==> src/design/apfd_pkg.sv <==
`timescale 1ns / 1ps
package apfd_pkg;

	// register indexes on the configuration channel
	localparam logic [2:0] REG_SETPOINT  = 3'd0;
	localparam logic [2:0] REG_GAIN_P    = 3'd1;
	localparam logic [2:0] REG_GAIN_I    = 3'd2;
	localparam logic [2:0] REG_GAIN_D    = 3'd3;
	localparam logic [2:0] REG_INT_LIMIT = 3'd4;
	localparam logic [2:0] REG_OUT_LIMIT = 3'd5;

	// reset values of the registers
	localparam logic signed [15:0] SETPOINT_RST  = 16'sd30;
	localparam logic signed [23:0] GAIN_P_RST    = 24'sd94720;
	localparam logic signed [23:0] GAIN_I_RST    = 24'sd0;
	localparam logic signed [23:0] GAIN_D_RST    = -24'sd563;
	localparam logic [14:0]        INT_LIMIT_RST = 15'd30000;
	localparam logic [14:0]        OUT_LIMIT_RST = 15'd6900;

	// rate filter coefficients in Q8
	localparam logic signed [23:0] FILT_OLD = 24'sd51;
	localparam logic signed [23:0] FILT_NEW = 24'sd205;

	typedef struct packed {
		logic signed [15:0] setpoint;
		logic signed [23:0] gain_p;
		logic signed [23:0] gain_i;
		logic signed [23:0] gain_d;
		logic [14:0]        int_limit;
		logic [14:0]        out_limit;
	} cfg_t;

	typedef struct packed {
		logic signed [15:0] drive;
		logic               saturated;
	} res_t;

endpackage

==> src/design/apfd_if.sv <==
`timescale 1ns / 1ps
// measurement channel: one angle and rate word per control tick
interface apfd_meas_if;
	logic               valid;
	logic               ready;
	logic signed [15:0] angle;
	logic signed [15:0] rate;
	modport source (output valid, output angle, output rate, input ready);
	modport sink (input valid, input angle, input rate, output ready);
endinterface

// drive channel: one result word per tick
interface apfd_drive_if;
	logic               valid;
	logic               ready;
	logic signed [15:0] drive;
	logic               saturated;
	modport source (output valid, output drive, output saturated, input ready);
	modport sink (input valid, input drive, input saturated, output ready);
endinterface

// configuration write channel
interface apfd_cfg_if;
	logic        valid;
	logic        ready;
	logic [2:0]  index;
	logic [23:0] data;
	modport source (output valid, output index, output data, input ready);
	modport sink (input valid, input index, input data, output ready);
endinterface

==> src/design/apfd_mul.sv <==
`timescale 1ns / 1ps
module apfd_mul (
	input  logic               clk,
	input  logic signed [23:0] a,
	input  logic signed [23:0] b,
	output logic signed [47:0] p_q
);

	// shared signed multiplier with registered product
	always_ff @(posedge clk) begin
		p_q <= a * b;
	end

endmodule

==> src/design/apfd_core.sv <==
`timescale 1ns / 1ps
module apfd_core import apfd_pkg::*; (
	input  logic   clk,
	input  logic   arst_n,
	input  cfg_t   cfg,
	apfd_meas_if.sink meas,
	output logic   res_valid,
	output res_t   res,
	input  logic   res_ready
);

	localparam logic [3:0] ST_IDLE  = 4'd0;
	localparam logic [3:0] ST_FILT  = 4'd1;
	localparam logic [3:0] ST_RATE  = 4'd2;
	localparam logic [3:0] ST_DCALC = 4'd3;
	localparam logic [3:0] ST_ACCP  = 4'd4;
	localparam logic [3:0] ST_ACCI  = 4'd5;
	localparam logic [3:0] ST_ACCD  = 4'd6;
	localparam logic [3:0] ST_SCALE = 4'd7;
	localparam logic [3:0] ST_DONE  = 4'd8;

	logic [3:0]         state_q;
	logic signed [16:0] err_q;
	logic signed [15:0] rate_q;
	logic signed [15:0] sum_q;
	logic signed [23:0] filt_q;
	logic signed [23:0] tmp_q;
	logic signed [51:0] acc_q;
	logic signed [35:0] raw_q;

	logic signed [23:0] mul_a;
	logic signed [23:0] mul_b;
	logic signed [47:0] prod;

	logic signed [17:0] sum_next;
	logic signed [17:0] int_lim;
	logic signed [47:0] round_p;
	logic signed [24:0] d_next;
	logic signed [51:0] acc_bias;
	logic signed [35:0] out_lim;

	apfd_mul u_mul (
		.clk (clk),
		.a   (mul_a),
		.b   (mul_b),
		.p_q (prod)
	);

	assign meas.ready = (state_q == ST_IDLE);

	// operand select for the shared multiplier
	always_comb begin
		mul_a = '0;
		mul_b = '0;
		case (state_q)
			ST_FILT: begin
				mul_a = filt_q;
				mul_b = FILT_OLD;
			end
			ST_RATE: begin
				mul_a = {{8{rate_q[15]}}, rate_q};
				mul_b = FILT_NEW;
			end
			ST_DCALC: begin
				mul_a = {{7{err_q[16]}}, err_q};
				mul_b = cfg.gain_p;
			end
			ST_ACCP: begin
				mul_a = {{8{sum_q[15]}}, sum_q};
				mul_b = cfg.gain_i;
			end
			ST_ACCI: begin
				mul_a = filt_q;
				mul_b = cfg.gain_d;
			end
			default: begin
				mul_a = '0;
				mul_b = '0;
			end
		endcase
	end

	// arithmetic helpers
	assign sum_next = {sum_q[15], sum_q[15], sum_q} + {err_q[16], err_q};
	assign int_lim  = {3'b000, cfg.int_limit};
	assign round_p  = prod + 48'sd128;
	assign d_next   = {tmp_q[23], tmp_q} + {prod[23], prod[23:0]};
	assign acc_bias = acc_q[51] ? (acc_q + 52'sd65535) : acc_q;
	assign out_lim  = {21'd0, cfg.out_limit};

	// sequencer and datapath
	always_ff @(posedge clk or negedge arst_n) begin
		if (!arst_n) begin
			state_q   <= ST_IDLE;
			err_q     <= '0;
			rate_q    <= '0;
			sum_q     <= '0;
			filt_q    <= '0;
			tmp_q     <= '0;
			acc_q     <= '0;
			raw_q     <= '0;
			res_valid <= 1'b0;
		end else begin
			case (state_q)
				ST_IDLE: begin
					res_valid <= 1'b0;
					if (meas.valid) begin
						err_q   <= {meas.angle[15], meas.angle} -
						           {cfg.setpoint[15], cfg.setpoint};
						rate_q  <= meas.rate;
						state_q <= ST_FILT;
					end
				end
				ST_FILT: begin
					// clamped integral update
					if (sum_next > int_lim)
						sum_q <= int_lim[15:0];
					else if (sum_next < -int_lim)
						sum_q <= -int_lim[15:0];
					else
						sum_q <= sum_next[15:0];
					state_q <= ST_RATE;
				end
				ST_RATE: begin
					// 51*d/256 rounded, ties up
					tmp_q   <= round_p[31:8];
					state_q <= ST_DCALC;
				end
				ST_DCALC: begin
					if (d_next > 25'sd8388607)
						filt_q <= 24'sh7FFFFF;
					else if (d_next < -25'sd8388608)
						filt_q <= 24'sh800000;
					else
						filt_q <= d_next[23:0];
					state_q <= ST_ACCP;
				end
				ST_ACCP: begin
					acc_q   <= {prod[43:0], 8'd0};
					state_q <= ST_ACCI;
				end
				ST_ACCI: begin
					acc_q   <= acc_q + {prod[43:0], 8'd0};
					state_q <= ST_ACCD;
				end
				ST_ACCD: begin
					acc_q   <= acc_q + {{4{prod[47]}}, prod};
					state_q <= ST_SCALE;
				end
				ST_SCALE: begin
					// divide by 65536 toward zero
					raw_q   <= acc_bias[51:16];
					state_q <= ST_DONE;
				end
				ST_DONE: begin
					res_valid <= 1'b1;
					if (res_valid && res_ready) begin
						res_valid <= 1'b0;
						state_q   <= ST_IDLE;
					end
				end
				default: begin
					state_q <= ST_IDLE;
				end
			endcase
		end
	end

	// output clip against the drive limit
	always_comb begin
		if (raw_q > out_lim) begin
			res.drive     = out_lim[15:0];
			res.saturated = 1'b1;
		end else if (raw_q < -out_lim) begin
			res.drive     = -out_lim[15:0];
			res.saturated = 1'b1;
		end else begin
			res.drive     = raw_q[15:0];
			res.saturated = 1'b0;
		end
	end

endmodule

==> src/design/attitude_pid_filtered_derivative.sv <==
`timescale 1ns / 1ps
// One-axis attitude PID with low-pass filtered rate and clamped integral.
// Channels: meas (sink) takes one angle and rate word per control tick,
// drive (source) gives one drive word with a saturation flag per tick,
// cfg (sink) writes the six registers by index; it is always ready and
// unknown indexes are ignored.
// Sequence: after a word is accepted on meas, the sequencer runs seven
// steps (FILT, RATE, DCALC, ACCP, ACCI, ACCD, SCALE) that use the shared
// 24x24 multiplier for two filter products and three gain products and
// then scale the sum; DONE flags the clipped result, which goes through
// the output register to drive.valid.
// Flow: a new word is taken only once the previous one has left the
// sequencer; meas is ready only while the sequencer is idle.
// Stall: the finished word waits in the output register; a new word is
// accepted as soon as the previous one is handed to the output register.
// Reset: registers take their default values, integral and filtered rate
// clear to zero and no drive word is pending.
module attitude_pid_filtered_derivative import apfd_pkg::*; (
	input  logic        clk,
	input  logic        arst_n,
	apfd_cfg_if.sink    cfg,
	apfd_meas_if.sink   meas,
	apfd_drive_if.source drive
);

	cfg_t  cfg_q;
	logic  res_valid;
	res_t  res;
	logic  res_ready;
	logic  out_valid_q;
	res_t  out_q;

	assign cfg.ready = 1'b1;

	// configuration registers
	always_ff @(posedge clk or negedge arst_n) begin
		if (!arst_n) begin
			cfg_q.setpoint  <= SETPOINT_RST;
			cfg_q.gain_p    <= GAIN_P_RST;
			cfg_q.gain_i    <= GAIN_I_RST;
			cfg_q.gain_d    <= GAIN_D_RST;
			cfg_q.int_limit <= INT_LIMIT_RST;
			cfg_q.out_limit <= OUT_LIMIT_RST;
		end else if (cfg.valid) begin
			case (cfg.index)
				REG_SETPOINT:  cfg_q.setpoint  <= cfg.data[15:0];
				REG_GAIN_P:    cfg_q.gain_p    <= cfg.data;
				REG_GAIN_I:    cfg_q.gain_i    <= cfg.data;
				REG_GAIN_D:    cfg_q.gain_d    <= cfg.data;
				REG_INT_LIMIT: cfg_q.int_limit <= cfg.data[14:0];
				REG_OUT_LIMIT: cfg_q.out_limit <= cfg.data[14:0];
				default: begin
				end
			endcase
		end
	end

	apfd_core u_core (
		.clk       (clk),
		.arst_n    (arst_n),
		.cfg       (cfg_q),
		.meas      (meas),
		.res_valid (res_valid),
		.res       (res),
		.res_ready (res_ready)
	);

	// output register, frees the sequencer while the receiver stalls
	assign res_ready = !out_valid_q || drive.ready;

	always_ff @(posedge clk or negedge arst_n) begin
		if (!arst_n) begin
			out_valid_q <= 1'b0;
		end else if (res_ready) begin
			out_valid_q <= res_valid;
		end
	end

	always_ff @(posedge clk) begin
		if (res_ready && res_valid) begin
			out_q <= res;
		end
	end

	assign drive.valid     = out_valid_q;
	assign drive.drive     = out_q.drive;
	assign drive.saturated = out_q.saturated;

endmodule
==> src/flat_wrapper.sv <==
// flat-port wrapper written by rule: the top's interface ports become plain ports
module attitude_pid_filtered_derivative_flat import apfd_pkg::*;
  (clk, arst_n, cfg_valid, cfg_index, cfg_data, cfg_ready, meas_valid, meas_angle, meas_rate, meas_ready, drive_valid, drive_drive, drive_saturated, drive_ready);
  apfd_cfg_if cfg_i ();
  apfd_meas_if meas_i ();
  apfd_drive_if drive_i ();
  input  logic clk;
  input  logic arst_n;
  input wire logic [$bits(cfg_i.valid)-1:0] cfg_valid;
  input wire logic [$bits(cfg_i.index)-1:0] cfg_index;
  input wire logic [$bits(cfg_i.data)-1:0] cfg_data;
  output wire logic [$bits(cfg_i.ready)-1:0] cfg_ready;
  input wire logic [$bits(meas_i.valid)-1:0] meas_valid;
  input wire logic [$bits(meas_i.angle)-1:0] meas_angle;
  input wire logic [$bits(meas_i.rate)-1:0] meas_rate;
  output wire logic [$bits(meas_i.ready)-1:0] meas_ready;
  output wire logic [$bits(drive_i.valid)-1:0] drive_valid;
  output wire logic [$bits(drive_i.drive)-1:0] drive_drive;
  output wire logic [$bits(drive_i.saturated)-1:0] drive_saturated;
  input wire logic [$bits(drive_i.ready)-1:0] drive_ready;
  assign cfg_i.valid = cfg_valid;
  assign cfg_i.index = cfg_index;
  assign cfg_i.data = cfg_data;
  assign cfg_ready = cfg_i.ready;
  assign meas_i.valid = meas_valid;
  assign meas_i.angle = meas_angle;
  assign meas_i.rate = meas_rate;
  assign meas_ready = meas_i.ready;
  assign drive_valid = drive_i.valid;
  assign drive_drive = drive_i.drive;
  assign drive_saturated = drive_i.saturated;
  assign drive_i.ready = drive_ready;
  attitude_pid_filtered_derivative u_core (.clk(clk), .arst_n(arst_n), .cfg(cfg_i), .meas(meas_i), .drive(drive_i));
endmodule
==> config.mk <==
export PLATFORM = sky130hd
export DESIGN_NAME = attitude_pid_filtered_derivative_flat
export DESIGN_NICKNAME = d
export VERILOG_FILES = /design/src/design/apfd_pkg.sv /design/src/design/apfd_if.sv /design/src/design/apfd_mul.sv /design/src/design/apfd_core.sv /design/src/design/attitude_pid_filtered_derivative.sv /design/src/flat_wrapper.sv
export SDC_FILE = /design/constraint.sdc
export NUM_CORES = 2
export LEC_CHECK = 0
export BUFFER_PORTS_ARGS = -buffer_cell sky130_fd_sc_hd__buf_4
export CELL_PAD_IN_SITES_DETAIL_PLACEMENT = 1
export CELL_PAD_IN_SITES_GLOBAL_PLACEMENT = 2
export CORE_MARGIN = 2
export CORE_UTILIZATION = 45
export DETAILED_ROUTE_END_ITERATION = 8
export PLACE_DENSITY = 0.95
export SLEW_MARGIN = 30
export SYNTH_ARGS = -nofsm -noshare
export SYNTH_HDL_FRONTEND = slang
export SYNTH_HIERARCHICAL = 1
export SYNTH_SLANG_ARGS = --single-unit
==> constraint.sdc <==
create_clock -name clk -period 17.05 [get_ports clk]
set_clock_uncertainty 0.2 [all_clocks]
set_input_delay 1.705 -clock clk [delete_from_list [all_inputs] [get_ports clk]]
set_output_delay 1.705 -clock clk [all_outputs]
set_load 0.1 [all_outputs]
-- After elaboration in Yosys (flattened, before gate mapping)
Cells that the tools add are included.
- register bits: 374
- bits in latches: 0
- bits in writable memories: 0
- bits in read-only memories: 0
- output and inout bits: 20
- word-level logic and storage cells: 84
- memories kept: 0
- add/sub/neg operators: 11
- multiply operators: 1
- divide/modulo/power cells: 0
- $lt $le $gt $ge: 6
- eq/ne operators: 15
- shift-type cells: 0
- muxes and demuxes: 15
- bitwise logic cells: 0
- reductions and logical operators: 16
- operators by type and width (cell ; number):
    52-bit one-hot mux with 3 select lines ; 1
    24-bit one-hot mux with 5 select lines ; 1
    52-bit adder ; 2
    24-bit one-hot mux with 4 select lines ; 1
    52-bit by 17-bit adder with 52-bit output (second input constant) ; 1
    52-bit 2-to-1 mux ; 1
    24-bit by 24-bit multiplier with 48-bit output ; 1
    16-bit 2-to-1 mux ; 3
    24-bit 2-to-1 mux ; 2
    36-bit by 16-bit > comparator with 1-bit output ; 1
    36-bit less-than comparator ; 1
    15-bit negation with 36-bit output ; 1
    4-bit one-hot mux with 9 select lines ; 1
    32-bit by 9-bit adder with 32-bit output (second input constant) ; 1
    15-bit negation with 16-bit output ; 2
    24-bit by 24-bit adder with 25-bit output ; 1
    25-bit by 24-bit > comparator with 1-bit output (second input constant) ; 1
    25-bit by 24-bit less-than comparator with 1-bit output (second input constant) ; 1
    16-bit by 17-bit adder with 18-bit output ; 1
    18-bit by 16-bit > comparator with 1-bit output ; 1
    18-bit less-than comparator ; 1
    15-bit negation with 18-bit output ; 1
    17-bit 2-to-1 mux ; 1
    16-bit by 16-bit subtractor with 17-bit output ; 1
    20 further kinds ; 35

-- Longest topological paths before layout
- word-level depth: 5
- depth in mapped cells: 34

-- Cells and area by module
Netlist, hierarchy kept.
- by module, submodules not included (module ; instances ; cells an instance ; area an instance (µm²) ; sequential area each (µm²)):
    apfd_mul ; 1 ; 2354 ; 22102.4 ; 960.9
    apfd_core ; 1 ; 2540 ; 20265.7 ; 4754.6
    attitude_pid_filtered_derivative ; 1 ; 278 ; 5112.4 ; 3543.4

-- Worst setup path before layout
No wires, ideal clock.
- kind: reg2reg
- start: register u_core.u_core.state_q[1]
- end: register u_core.u_core.u_mul.p_q[40]
- library setup time: 0.063 ns
- data arrival time: 8.297 ns
- required time: 16.787 ns
- slack: 8.491 ns
- stages on the path, launching flop included: 31
- period minus slack after synthesis: 8.559 ns
- path through: dfrtp_1 clkbuf_1 or2_2 nor2_1 clkbuf_1 buf_1 a22oi_1 nand2_1 clkbuf_1 and2_1 fa_1 fa_1 inv_1 fa_1 inv_1 fa_1 fa_1 fa_1 inv_1 fa_1 inv_1 ha_1 clkbuf_1 a21o_1 a21o_1 a21oi_1 nand3_1 a211oi_1 o31ai_1 a2111oi_0 nand3b_1
- RTL lines (what ; line ; source):
    start: declaration ; apfd_core.sv:22 ; logic [3:0] state_q;
    start signal: assignment ; apfd_core.sv:94 ; state_q <= ST_IDLE;
    start signal: assignment ; apfd_core.sv:111 ; state_q <= ST_FILT;
    start signal: assignment ; apfd_core.sv:122 ; state_q <= ST_RATE;
    4-bit by 3-bit == test with 1-bit output (tied with other cells) ; apfd_core.sv:55 ; case (state_q)
    24-bit one-hot mux with 5 select lines * ; apfd_core.sv:55 ;
    named net u_core.u_core.mul_b[1] ; apfd_core.sv:32 ; logic signed [23:0] mul_b;
    24-bit by 24-bit multiplier with 48-bit output * ; apfd_mul.sv:11 ; p_q <= a * b;
    end signal: assignment ; apfd_mul.sv:11 ;
    end: declaration ; apfd_mul.sv:6 ; output logic signed [47:0] p_q
The timed path passes the listed nets; every way through them passes the cells marked *.
A chain may end at the register's enable or synchronous reset.

-- Final worst setup path
- start: register u_core.u_core.state_q[0]
- end: register u_core.u_core.u_mul.p_q[40]
- cells in the longest elaborated chain, start to end: 4
- RTL lines (what ; line ; source):
    4-bit by 1-bit == test with 1-bit output / 4-bit by 3-bit == test with 1-bit output (equally long branches) ; apfd_core.sv:55 ;
    2-bit OR reduction (no source line) ; -- ;
    24-bit one-hot mux with 4 select lines * ; apfd_core.sv:55 ;
    named net u_core.u_core.mul_a[23] ; apfd_core.sv:31 ; logic signed [23:0] mul_a;
    24-bit by 24-bit multiplier with 48-bit output * ; apfd_mul.sv:11 ;
Marked as above.

==> results.cfg <==
[clock_network]
clock_sinks = 374
cts.path.max_buffers = 3
clk-insertion-delay-late_ns = 0.62
clock-root-buffer = clkbuf_16
postCtsSetupRepairBufs = 0
htreeDepth = 2
tritoncts = done
cts_made_buffers = 47
cts_resized = 0
ctsHoldBuffers = 0
clk_pin_slew_worst_paths_ns = 0.06

[setup_path]
critical_path.top_delay_family = adder cells
cp.arrival_ns = 10.62
cp-startpoint = u_core/u_core/state_q[0]
cp.required_ns = 17.41
rrSetupSlack_ns = 6.79
critical_path.slowest_cell = fa_1
cp_num_buf_inv = 7
crit_end = u_core/u_core/u_mul/p_q[40]
r2r_start = u_core/u_core/state_q[0]
critical_path_depth = 29
reg2reg_to = u_core/u_core/u_mul/p_q[40]
start_kind = register
worst-setup-path-type = register to register
r2r_cells = 29
critPathMaxFanout = 31
endpoint_kind = register
cpPeakStageDelay_ns = 0.73
cpMostUsedCell = fa_1

[routing]
via_per_inst = 5.86
ant_nets = 0
wirelength_um = 161000
wl_per_cell_um = 24.4
drtPass1Iterations = 5
drtIter0Drc = 2694
drc = 0
num_vias = 38500

[synth]
postSynthRegisterBits = 374
synth_edf_count = 17
synth_area_um2 = 47500
ys_types = 110
syn_nets = 6216
yosys_most_used_dff = dfrtp_1
syn_inst = 5172
yosysSeqAreaShare = 0.195
synth-warning-count = 6
avgSynthCellArea_um2 = 9.18
async_flop_share = 0.826

[final_layout]
final_common_cell = inv_1
areaGrowthSynthToFinish_pct = 7.82
post-route-util = 0.488
finalNetCount = 6188
final_cell_mix = inv_1 (720), fa_1 (612), nand2_1 (603)
layoutNonFillerInstCount = 6575
drive_above_1_share = 0.0903

[job]
max_cap_violations = 0

[worst_hold_path]
hold_path_class = register to register

[sta]
fin_crit_ns = 10.26
hold_violations = 0
setup_viol = 0
relSlewSlack = 0.295
rsz0062_at_grt = no
fin_crit_sh = 0.602
tightest_slew_ns = 1.05
setup_ws_ns = 6.79
fin_tns_setup_ns = 0
finalMaxSlewViolations = 0
fmax_ghz = 0.0974

[place]
place_inst = 6484
post-place-ws_ns = 6.85
routabilityCongestion = 0.938
dp_hpwl_um = 125000
port-buffer-count = 82

[floorplanning]
dieArea_um2 = 108000
fp.dieW_um = 329
rows = 119
core_area_um2 = 105000
io_pins = 84
die_h_um = 329
start_util = 0.452

[global_route]
grt_pass1_vias = 42300
overflow = 0
grt_max_degree = 147
grt_use_total = 0.300
grt_pass1_wl_um = 250000
antenna_found_initial = 8

[run_status]
outcome = completed
-- cell type report --
class	count	area (um2)
fill	12100	53800
multi-input combinational	3862	34700
sequential	374	9260
inverter	723	2710
tap	1391	1740
clock buffer	67	1460
timing repair buffer	136	1080
clock inverter	20	238
antenna	2	5.00
-- sequential cells by signal, summed over array words and instances, names as in the netlist --
register / cells
u_core/cfg_q: 118
u_core/u_core/acc_q: 52
u_core/u_core/u_mul/p_q: 48
u_core/u_core/raw_q: 36
u_core/u_core/filt_q: 24
u_core/u_core/tmp_q: 24
u_core/u_core/err_q: 17
u_core/drive.drive: 16
u_core/u_core/rate_q: 16
u_core/u_core/sum_q: 16
u_core/u_core/state_q: 4
u_core/drive.saturated: 1
u_core/drive.valid: 1
u_core/u_core/res_valid: 1
-- routing by layer --
layer / GRT usage / vias to the layer above / share of wire
li1: - / 17000 / -
met1: 0.409 / 20000 / 0.44
met2: 0.493 / 1260 / 0.47
met3: 0.0440 / 283 / 0.065
met4: 0.0891 / 2 / 0.031
met5: 0 / - / 0.000081
-- how the worst min path moves through the flow --
stage | slack [ns] | start | depth (start not counted) | endpoint
2_1_floorplan | 0.25 | u_core/u_core/filt_q[21] | 2 | u_core/u_core/filt_q[21]
3_3_place_gp | 0.27 | u_core/cfg_q[116] | 1 | u_core/cfg_q[116]
3_5_place_dp | 0.29 | u_core/u_core/filt_q[2] | 2 | u_core/u_core/filt_q[2]
4_1_cts | 0.30 | u_core/cfg_q[35] | 1 | u_core/cfg_q[35]
5_1_grt | 0.32 | u_core/cfg_q[79] | 1 | u_core/cfg_q[79]
6_report | 0.30 | u_core/cfg_q[35] | 1 | u_core/cfg_q[35]
-- cell usage after synthesis, drive strengths merged, types with 23 or more instances --
master    n  share of area
o21bai   27         0.0045
a221o    23         0.0048
dfstp    44          0.024
dfrtp   265           0.14
buf      26         0.0041
a31oi    33         0.0046
a21oi   250          0.027
and2    288          0.038
nor2b    29         0.0038
ha      368          0.097
and3     27         0.0036
nand3    87         0.0092
clkbuf  187          0.015
a211oi   29         0.0048
inv     722          0.057
fa      612           0.26
nand2b   36         0.0047
o211ai   23         0.0036
xnor2   151          0.028
nand2   615          0.049
mux2i    35         0.0074
mux2    140          0.033
dfxtp    48          0.020
a21o    118          0.019
nor3     56         0.0060
o21a     27         0.0043
nor2    222          0.018
o21ai   227          0.024
nand4    46         0.0061
xor2    110          0.020
a22oi    31         0.0050
-- logic make-up after synthesis --
logic type                 Yosys count  share of synthesized area
DFF                                374                      0.195
other                                1                  0.0000790
and+or+nand+nor                   1488                      0.151
muxes                              175                     0.0407
adders and majority gates          981                      0.355
AOI/OAI and AO/OA                  956                      0.133
buffers and inverters              936                     0.0760
xor gates and xnor gates           261                     0.0483
-- worst register-to-register path, delay by kind of cell (launching register included) --
kind	cells	cell delay [ns]
compound gates	8	2.58
fa+ha+maj	8	4.38
buf+inv	7	1.27
flops	1	0.57
simple gates	6	1.25
-- through the flow --
stage	cell area (um2)	hold slack (ns)
floorplan	47500	0.249
global placement	49400	0.268
detailed placement	49400	0.290
CTS	51100	0.304
global route	51200	0.315
finish	51200	0.303
Power is left out: the tool's default activity adds up to more than one toggle a clock period on the data nets, which glitch-free logic cannot reach.
